===== src/rtl/core/rbsi_pkg.sv =====
// Shared constants for the ray versus box slab intersection block.
`timescale 1ns / 1ps
package rbsi_pkg;
	localparam int DATA_WIDTH = 32;
	localparam int FRAC_BITS  = 16;
	localparam int AXES       = 3;
endpackage


===== src/rtl/core/rbsi_div.sv =====
// Pipelined restoring divider, one quotient bit per stage, saturating signed result.
`timescale 1ns / 1ps
module rbsi_div #(
	parameter int DW = rbsi_pkg::DATA_WIDTH,
	parameter int FB = rbsi_pkg::FRAC_BITS
) (
	input  logic                 clk,
	input  logic                 en,
	input  logic [DW-1:0]        num_mag,
	input  logic [FB+1:0]        den_mag,
	input  logic                 neg,
	output logic signed [DW-1:0] quo
);
	localparam int N  = DW + FB;
	localparam int RW = FB + 2;

	logic [N-1:0]  dvd_s [N+1];
	logic [N-1:0]  q_s   [N+1];
	logic [RW-1:0] rem_s [N+1];
	logic [RW-1:0] den_s [N+1];
	logic          neg_s [N+1];

	assign dvd_s[0] = {num_mag, {FB{1'b0}}};
	assign q_s[0]   = '0;
	assign rem_s[0] = '0;
	assign den_s[0] = den_mag;
	assign neg_s[0] = neg;

	for (genvar k = 0; k < N; k++) begin : g_step
		logic [RW:0] trial;
		logic [RW:0] diff;
		logic        ge;
		always_comb begin
			trial = {rem_s[k], dvd_s[k][N-1]};
			diff  = trial - {1'b0, den_s[k]};
			ge    = trial >= {1'b0, den_s[k]};
		end
		always_ff @(posedge clk) begin
			if (en) begin
				rem_s[k+1] <= ge ? diff[RW-1:0] : trial[RW-1:0];
				q_s[k+1]   <= {q_s[k][N-2:0], ge};
				dvd_s[k+1] <= {dvd_s[k][N-2:0], 1'b0};
				den_s[k+1] <= den_s[k];
				neg_s[k+1] <= neg_s[k];
			end
		end
	end

	// limit is 2^(DW-1)-1, one more for negative results
	logic [N-1:0] lim;
	logic [N-1:0] sat;
	always_comb begin
		lim = {{(FB+1){1'b0}}, {(DW-1){1'b1}}} + {{(N-1){1'b0}}, neg_s[N]};
		sat = (q_s[N] > lim) ? lim : q_s[N];
	end

	always_ff @(posedge clk) begin
		if (en) begin
			quo <= neg_s[N] ? -sat[DW-1:0] : sat[DW-1:0];
		end
	end
endmodule


===== config.mk =====
export PLATFORM = sky130hd
export DESIGN_NAME = rbsi_div
export DESIGN_NICKNAME = d
export VERILOG_FILES = /design/src/rtl/core/rbsi_pkg.sv /design/src/rtl/core/rbsi_div.sv
export SDC_FILE = /design/constraint.sdc
export NUM_CORES = 2
export LEC_CHECK = 0
export BUFFER_PORTS_ARGS = -buffer_cell sky130_fd_sc_hd__buf_2
export CORE_ASPECT_RATIO = 0.75
export CORE_UTILIZATION = 40
export CTS_CLUSTER_DIAMETER = 150
export DETAILED_ROUTE_END_ITERATION = 6
export GPL_TIMING_DRIVEN = 0
export HOLD_SLACK_MARGIN = 0.03
export PLACE_DENSITY = 0.53
export SYNTH_ARGS = -nofsm -noshare
export SYNTH_HDL_FRONTEND = slang
export SYNTH_SLANG_ARGS = --single-unit

===== constraint.sdc =====
create_clock -name clk -period 7.4 [get_ports clk]
set_input_delay 0.74 -clock clk [delete_from_list [all_inputs] [get_ports clk]]
set_output_delay 0.74 -clock clk [all_outputs]
set_load 0.005 [all_outputs]

* Yosys cells after proc, flatten, opt, wreduce, memory -nomap -nowiden
Cells that the tools add are included.
W data, S select, Z words.
** Operators by class
- Bitwise logic cells :: 0
- Muxes and demuxes :: 49
- $lt $le $gt $ge :: 49
- $add $sub $neg :: 49
- Divide/modulo/power cells :: 0
- Reduce and logical (&&, ||, !) cells :: 0
- Eq/ne operators :: 0
- Shift-type cells :: 0
- Multiply operators :: 0
** Operators with widths (count)
- $ge A19 B18 Y1 :: 47
- $mux W18 :: 46
- $sub A18 B18 Y18 :: 46
- $mux W32 :: 2
- $gt A48 B32 Y1 :: 1
- $add A31 B1 Y32 const A :: 1
- $neg A32 Y32 :: 1
- $ge A1 B18 Y1 :: 1
- $sub A1 B18 Y18 :: 1
- $mux W1 :: 1
** Word-level totals
- Latch bits :: 0
- Bits in registers :: 3444
- Memories kept :: 0
- Logic and storage cells :: 385
- Bits in read-only memories :: 0
- Output and inout bits :: 32
- Input bits :: 53
- RAM bits :: 0

* Logic depth before layout (Yosys ltp)
- Depth in word-level cells :: 5
- Gate-level depth with buffers :: 22

* Worst setup path after synthesis
Ideal clock, no wire load.
- Kind :: register to register
- From :: register neg_s[0] in the netlist's numbering
- To :: register quo[30] (data pin)
- Data arrival time :: 5351 ps
- Data required time :: 7140 ps
- Cell stages (with the launch flop) :: 21
- Buffers on the path :: 4
- Setup time :: 260 ps
- Setup slack :: 1789 ps
- Clock period less this slack :: 5611 ps
- Cells stage by stage :: edfxtp_1 -> clkinv_1 -> clkbuf_1 -> ha_1 -> nand4_1 -> or2_2 -> or4_1 -> or2_2 -> o22ai_2 -> buf_2 -> buf_2 -> o21a_1 -> ha_1 -> nand3_1 -> nand4bb_1 -> or2_2 -> clkbuf_1 -> nor4_1 -> xnor2_1 -> nor2_1 -> nor3_1
** Between the ends
- Cells in the longest elaborated chain, start to end :: 5
** RTL lines
- from (decl) :: RTL line rbsi_div.sv:21 : logic neg_s [N+1];
- from (signal, indexed assignment) :: RTL line rbsi_div.sv:44 : neg_s[k+1] <= neg_s[k];
- $add A31 B1 Y32 :: RTL line rbsi_div.sv:53 : lim = {{(FB+1){1'b0}}, {(DW-1){1'b1}}} + {{(N-1){1'b0}}, neg_s[N]};
- $gt A48 B32 Y1 :: RTL line rbsi_div.sv:54 : sat = (q_s[N] > lim) ? lim : q_s[N];
- $mux W32 :: RTL line rbsi_div.sv:54
- $neg A32 Y32 :: RTL line rbsi_div.sv:59 : quo <= neg_s[N] ? -sat[DW-1:0] : sat[DW-1:0];
- $mux W32 * :: RTL line rbsi_div.sv:59
- to (signal assigned) :: RTL line rbsi_div.sv:59
- to (decl) :: RTL line rbsi_div.sv:12 : output logic signed [DW-1:0] quo
Mark *: on every way between the ends. The rest lies on a longest branch, timed or not.
A chain may end at the register's enable or synchronous reset.

* Final worst setup path
Ends and elaborated chain as after synthesis.

==> results list <==
- The run finished with clean final reports.
- Of the total synthesized cell area, the portion taken by full adders, half adders and majority gates is 0.0774.
- Sum of met2 wire segment lengths after detailed routing: 132,000 um
- The first detailed-routing pass took 6 iterations.
* Number of synthesized flops with an enable pin: roughly 3,400
* Most used standard cells in the synthesized netlist: sky130_fd_sc_hd__edfxtp_1 (3,444), sky130_fd_sc_hd__inv_1 (1,107), sky130_fd_sc_hd__ha_1 (880)
* Total overflow reported by the global router: 0
- Clock transition at path regs: around 0.06 ns
- Fraction of layout cells with a size suffix above 1: 0.0928
- The number of global-route vias before repair was approximately 86,000.
- The share of total power dissipated in combinational logic is 0.343.
* Total Routing Usage GR: 0.158
- The share of synthesized area in the top cell type comes to 0.671.
- Number of distinct library cells after synthesis: 97
* Hold Path Class: primary input to flip-flop
- Number of cells on the worst hold path: 1
- Depth of the most critical reg-to-reg path: 20
- Input and output buffers added on the ports amount to 84.
* Routed WL per cell: 18.7 um
* Worst-case vdd ir drop: between 0.15 and 0.2 mV
- Counting flops and latches in the post-synthesis netlist gives between 3,000 and 4,000.
- Endpoints failing hold: 0
- For the final database, setup skew stands at 0.0429 ns.
- Of the total synthesized cell area, the portion taken by AND, OR, NAND and NOR gates is 0.0673.
* Share of the yosys chip area belonging to registers: 0.671
- Dividing total power by cell area gives a power density of just over 400 nW/um^2.
- Worst Path Arrival: 7.50 ns
* Standby leakage power: about 0.066 uW
- Of the total power, the clock network draws 0.254.
- Leaving out filler cells and counting taps, the final layout contains between 15,000 and 20,000.
- Counting the fill cells in the layout gives approximately 34,000.
* Maximum level of the CTS H-tree: 5
- For this block, the via count after detailed routing is ~87,000.
- The floorplan step defined a die boundary enclosing slightly below 400,000 sq um.
- Synthesized-area fraction occupied by ao, oa, aoi and oai cells: 0.0940
* Setup repair after global routing missed its margin: false
* Total area of multi-input combinational cells: about 46,000 sq um
- HPWL after detailed placement: ~220,000 um
* Count of synthesis-stage warnings from yosys: 0
* CTS Root Buffer Type: sky130_fd_sc_hd__clkbuf_16
* Endpoints failing setup: 0
* Critical Path End Type: flip-flop
- # resized after CTS: 0
* Rows: between 150 and 200
* CP startpoint kind: flip-flop
* Number of clock sinks: 3,444
- After detailed routing, the number of vias per cell comes to roughly 5.2.
* Routed length on met3: ~19,000 um
- sky130_fd_sc_hd__edfxtp_1 is the most common cell in the netlist.
- Max-slew violation total from the final report: 0
* Multiplexer share of the synthesized area: 0.0273
- From bottom edge to top edge, the die measures approximately 540 um.
- Remaining number of nets flagged by the antenna check after routing: 0
* Layout overhead on the synthesized area: 12.7%
- Cell area after synthesis: approximately 150,000 sq um
- Total placed cells including tap cells: 16,200
* P_sw: 23,500 uW
- For the pin with the worst max-slew slack, the measured transition is approximately 1.1 ns.
- Headroom to the max-slew limit came out at 0.240.
- The share of total power dissipated in sequential elements is 0.403.
- Post-route fraction of the period consumed by the critical path: 0.915
- Counting every net in the synthesized netlist gives 12,000.
* Global-route wire length before repair: just under 500,000 um
- Routability-driven placement finished with a final weighted congestion of 0.908.
- Of the total synthesized cell area, the portion taken by XOR and XNOR cells is 0.0323.
- The region available for standard cell placement spans 384,000 sq um.
- At the later pin of the worst-skew pair, clock insertion delay measures about 0.94 ns.
- For the worst setup path, the data required time is 8.13 ns.
- Each instance of the synthesized netlist takes up on average roughly 14 sq um.
* NumNets Final: ~13,000
- The routed design has ~320,000 um of wire.
- Of all nets on the critical path, the largest fanout is 11.
- Cell types with the largest area share after synthesis: sky130_fd_sc_hd__edfxtp_1 (67%), sky130_fd_sc_hd__ha_1 (7.1%), sky130_fd_sc_hd__inv_1 (2.7%), sky130_fd_sc_hd__mux2_2 (2.4%), sky130_fd_sc_hd__o21ai_0 (2.3%)
- I/O pin count: between 80 and 90
- Most used DFF post-synth: sky130_fd_sc_hd__edfxtp_1
- WS Path Type: flip-flop to flip-flop
- Final hold analysis gives a worst-case slack of 0.236 ns.
- Max-cap violations in this run came to 0.
* Storage cell area: roughly 100,000 sq um
- CTS tree: built
- Fin crit period: 6.77 ns
- Final cell utilization of the core: 0.453
- Detailed-routing wirelength on met1: around 160,000 um
- Top routing layer used: met4
* Peak clock frequency supported by timing: 0.148 GHz
- Maximum number of pins on one net before global-route repair: approximately 190
- The die is 719 um wide.
- TritonCTS created around 350 clock buffers.
- Of all cell types, the one taking the most synthesized area is sky130_fd_sc_hd__edfxtp_1.
- In the synthesized netlist, the number of instances is between 10,000 and 15,000.
* Switch share: 0.330
* Initial antenna violation count: 11
- Internal power: about 48,000 uW
- The initial utilization of the core area, before any placement, comes to 0.402.
- Remaining routing DRC violations: 0
* Async set-reset flop share out of synthesis: 0
- The clock passes through at most 4 buffers.
* Drt first-iter violations: between 7,000 and 8,000
* Largest family of logic cells by synthesized area: compound AO/OA/AOI/OAI gates
-- sequential cells by signal (all words and copies together) (netlist names) --
name,cells
g_step.trial,846
quo,32
neg_s,48
den_s,846
q_s,1176
dvd_s,496
-- worst max-delay path, cell delays in order, from the launching register on --
cell and delay [ns]:
sky130_fd_sc_hd__edfxtp_1 0.43, sky130_fd_sc_hd__clkinv_1 0.38, sky130_fd_sc_hd__clkbuf_1 0.47, sky130_fd_sc_hd__ha_1 0.43, sky130_fd_sc_hd__nand4_1 0.14, sky130_fd_sc_hd__or2_2 0.35
sky130_fd_sc_hd__or4_1 0.59, sky130_fd_sc_hd__or2_2 0.34, sky130_fd_sc_hd__o22ai_2 0.28, sky130_fd_sc_hd__buf_2 0.32, sky130_fd_sc_hd__buf_2 0.30, sky130_fd_sc_hd__o21a_1 0.20
sky130_fd_sc_hd__ha_1 0.36, sky130_fd_sc_hd__nand3_1 0.22, sky130_fd_sc_hd__nand4bb_1 0.37, sky130_fd_sc_hd__or2_2 0.35, sky130_fd_sc_hd__clkbuf_1 0.16, sky130_fd_sc_hd__nor4_1 0.38
sky130_fd_sc_hd__xnor2_1 0.17, sky130_fd_sc_hd__nor2_1 0.05, sky130_fd_sc_hd__nor3_1 0.25
-- cell usage in the layout (no fill, tap or decap), types with 47 or more instances in the layout --
cell,netlist,final
sky130_fd_sc_hd__a211oi_1,64,63
sky130_fd_sc_hd__a21o_1,241,241
sky130_fd_sc_hd__a21oi_1,536,536
sky130_fd_sc_hd__a31oi_1,70,70
sky130_fd_sc_hd__and3_1,50,50
sky130_fd_sc_hd__buf_2,23,106
sky130_fd_sc_hd__bufinv_16,0,47
sky130_fd_sc_hd__clkbuf_1,109,168
sky130_fd_sc_hd__clkbuf_16,0,354
sky130_fd_sc_hd__clkinv_1,1,69
sky130_fd_sc_hd__clkinv_2,0,64
sky130_fd_sc_hd__dlygate4sd3_1,0,50
sky130_fd_sc_hd__edfxtp_1,3444,3444
sky130_fd_sc_hd__ha_1,880,880
sky130_fd_sc_hd__inv_1,1107,1107
sky130_fd_sc_hd__mux2_2,332,332
sky130_fd_sc_hd__nand2_1,646,646
sky130_fd_sc_hd__nand2b_1,133,133
sky130_fd_sc_hd__nand3_1,109,109
sky130_fd_sc_hd__nand4_1,135,135
sky130_fd_sc_hd__nor2_1,505,505
sky130_fd_sc_hd__nor2b_1,121,121
sky130_fd_sc_hd__nor3_1,164,164
sky130_fd_sc_hd__nor4_1,50,50
sky130_fd_sc_hd__o21a_1,155,155
sky130_fd_sc_hd__o21ai_0,719,719
sky130_fd_sc_hd__o21bai_1,71,71
sky130_fd_sc_hd__o31ai_1,68,68
sky130_fd_sc_hd__or3_1,51,51
sky130_fd_sc_hd__xnor2_1,352,352
sky130_fd_sc_hd__xor2_1,216,216
-- path summary, 6_finish.rpt --
path / startpoint / to / slack (ns)
max: neg_s[0]$_DFFE_PP_ / quo[30]$_DFFE_PP_ / 0.63
min: en / dvd_s[2284]$_DFFE_PP_ / 0.24
max reg2reg: neg_s[0]$_DFFE_PP_ / quo[30]$_DFFE_PP_ / 0.63
min reg2reg: q_s[170]$_DFFE_PP_ / q_s[123]$_DFFE_PP_ / 0.38
-- metal layers --
layer  up-vias  GRT usage
met4         0     0.0382
met3       466     0.0291
met1     42700      0.243
li1      42200          -
met2      2035      0.231
met5         -          0
-- cells by family after synthesis --
logic type | count (synthesis)
flip-flops | 3444
AO/OA/AOI/OAI | 2302
multiplexers | 379
adder cells (fa/ha/maj) | 926
AND/OR/NAND/NOR | 2141
XOR/XNOR | 568
buffers and inverters | 1254
-- final cells by class --
| class | instances | area share |
|---|---|---|
| sequential | 3444 | 0.595 |
| multi-input combinational | 6316 | 0.265 |
| clock buffer | 413 | 0.0523 |
| tap | 5074 | 0.0365 |
| inverter | 1111 | 0.0240 |
| clock inverter | 235 | 0.0149 |
| timing repair buffer | 157 | 0.00884 |
| buffer | 143 | 0.00356 |
| antenna | 1 | 0.0000144 |
-- power groups by stage --
| stage | logic, uW | clock network (uW) | registers, uW |
|---|---|---|---|
| floorplan | 18000 | 0 | 27900 |
| global placement | 23400 | 0 | 31200 |
| detailed placement | 24000 | 0 | 29100 |
| CTS | 24200 | 18700 | 28700 |
| global route | 27100 | 19400 | 29000 |
| finish | 24300 | 18000 | 28700 |
-- repair_timing --
action / in CTS / in global routing
setup endpoints to repair: 7 / 0
buffers inserted: 2 / 0
hold endpoints to repair: 50 / 0
hold buffers: 50 / 0
-- through the flow --
stage | worst slack (ns) | total power (uW) | setup TNS (ns) | instance area (sq um)
after floorplan | 1.79 | 45900 | 0 | 154000
after global placement | -50.33 | 54600 | - | 161000
after detailed placement | -0.759 | 53000 | -2.95 | 162000
after CTS | 0.539 | 71600 | 0 | 174000
after global routing | 0.263 | 75500 | 0 | 174000
final | 0.633 | 71000 | 0 | 174000
(Power assumes the default switching activity.)
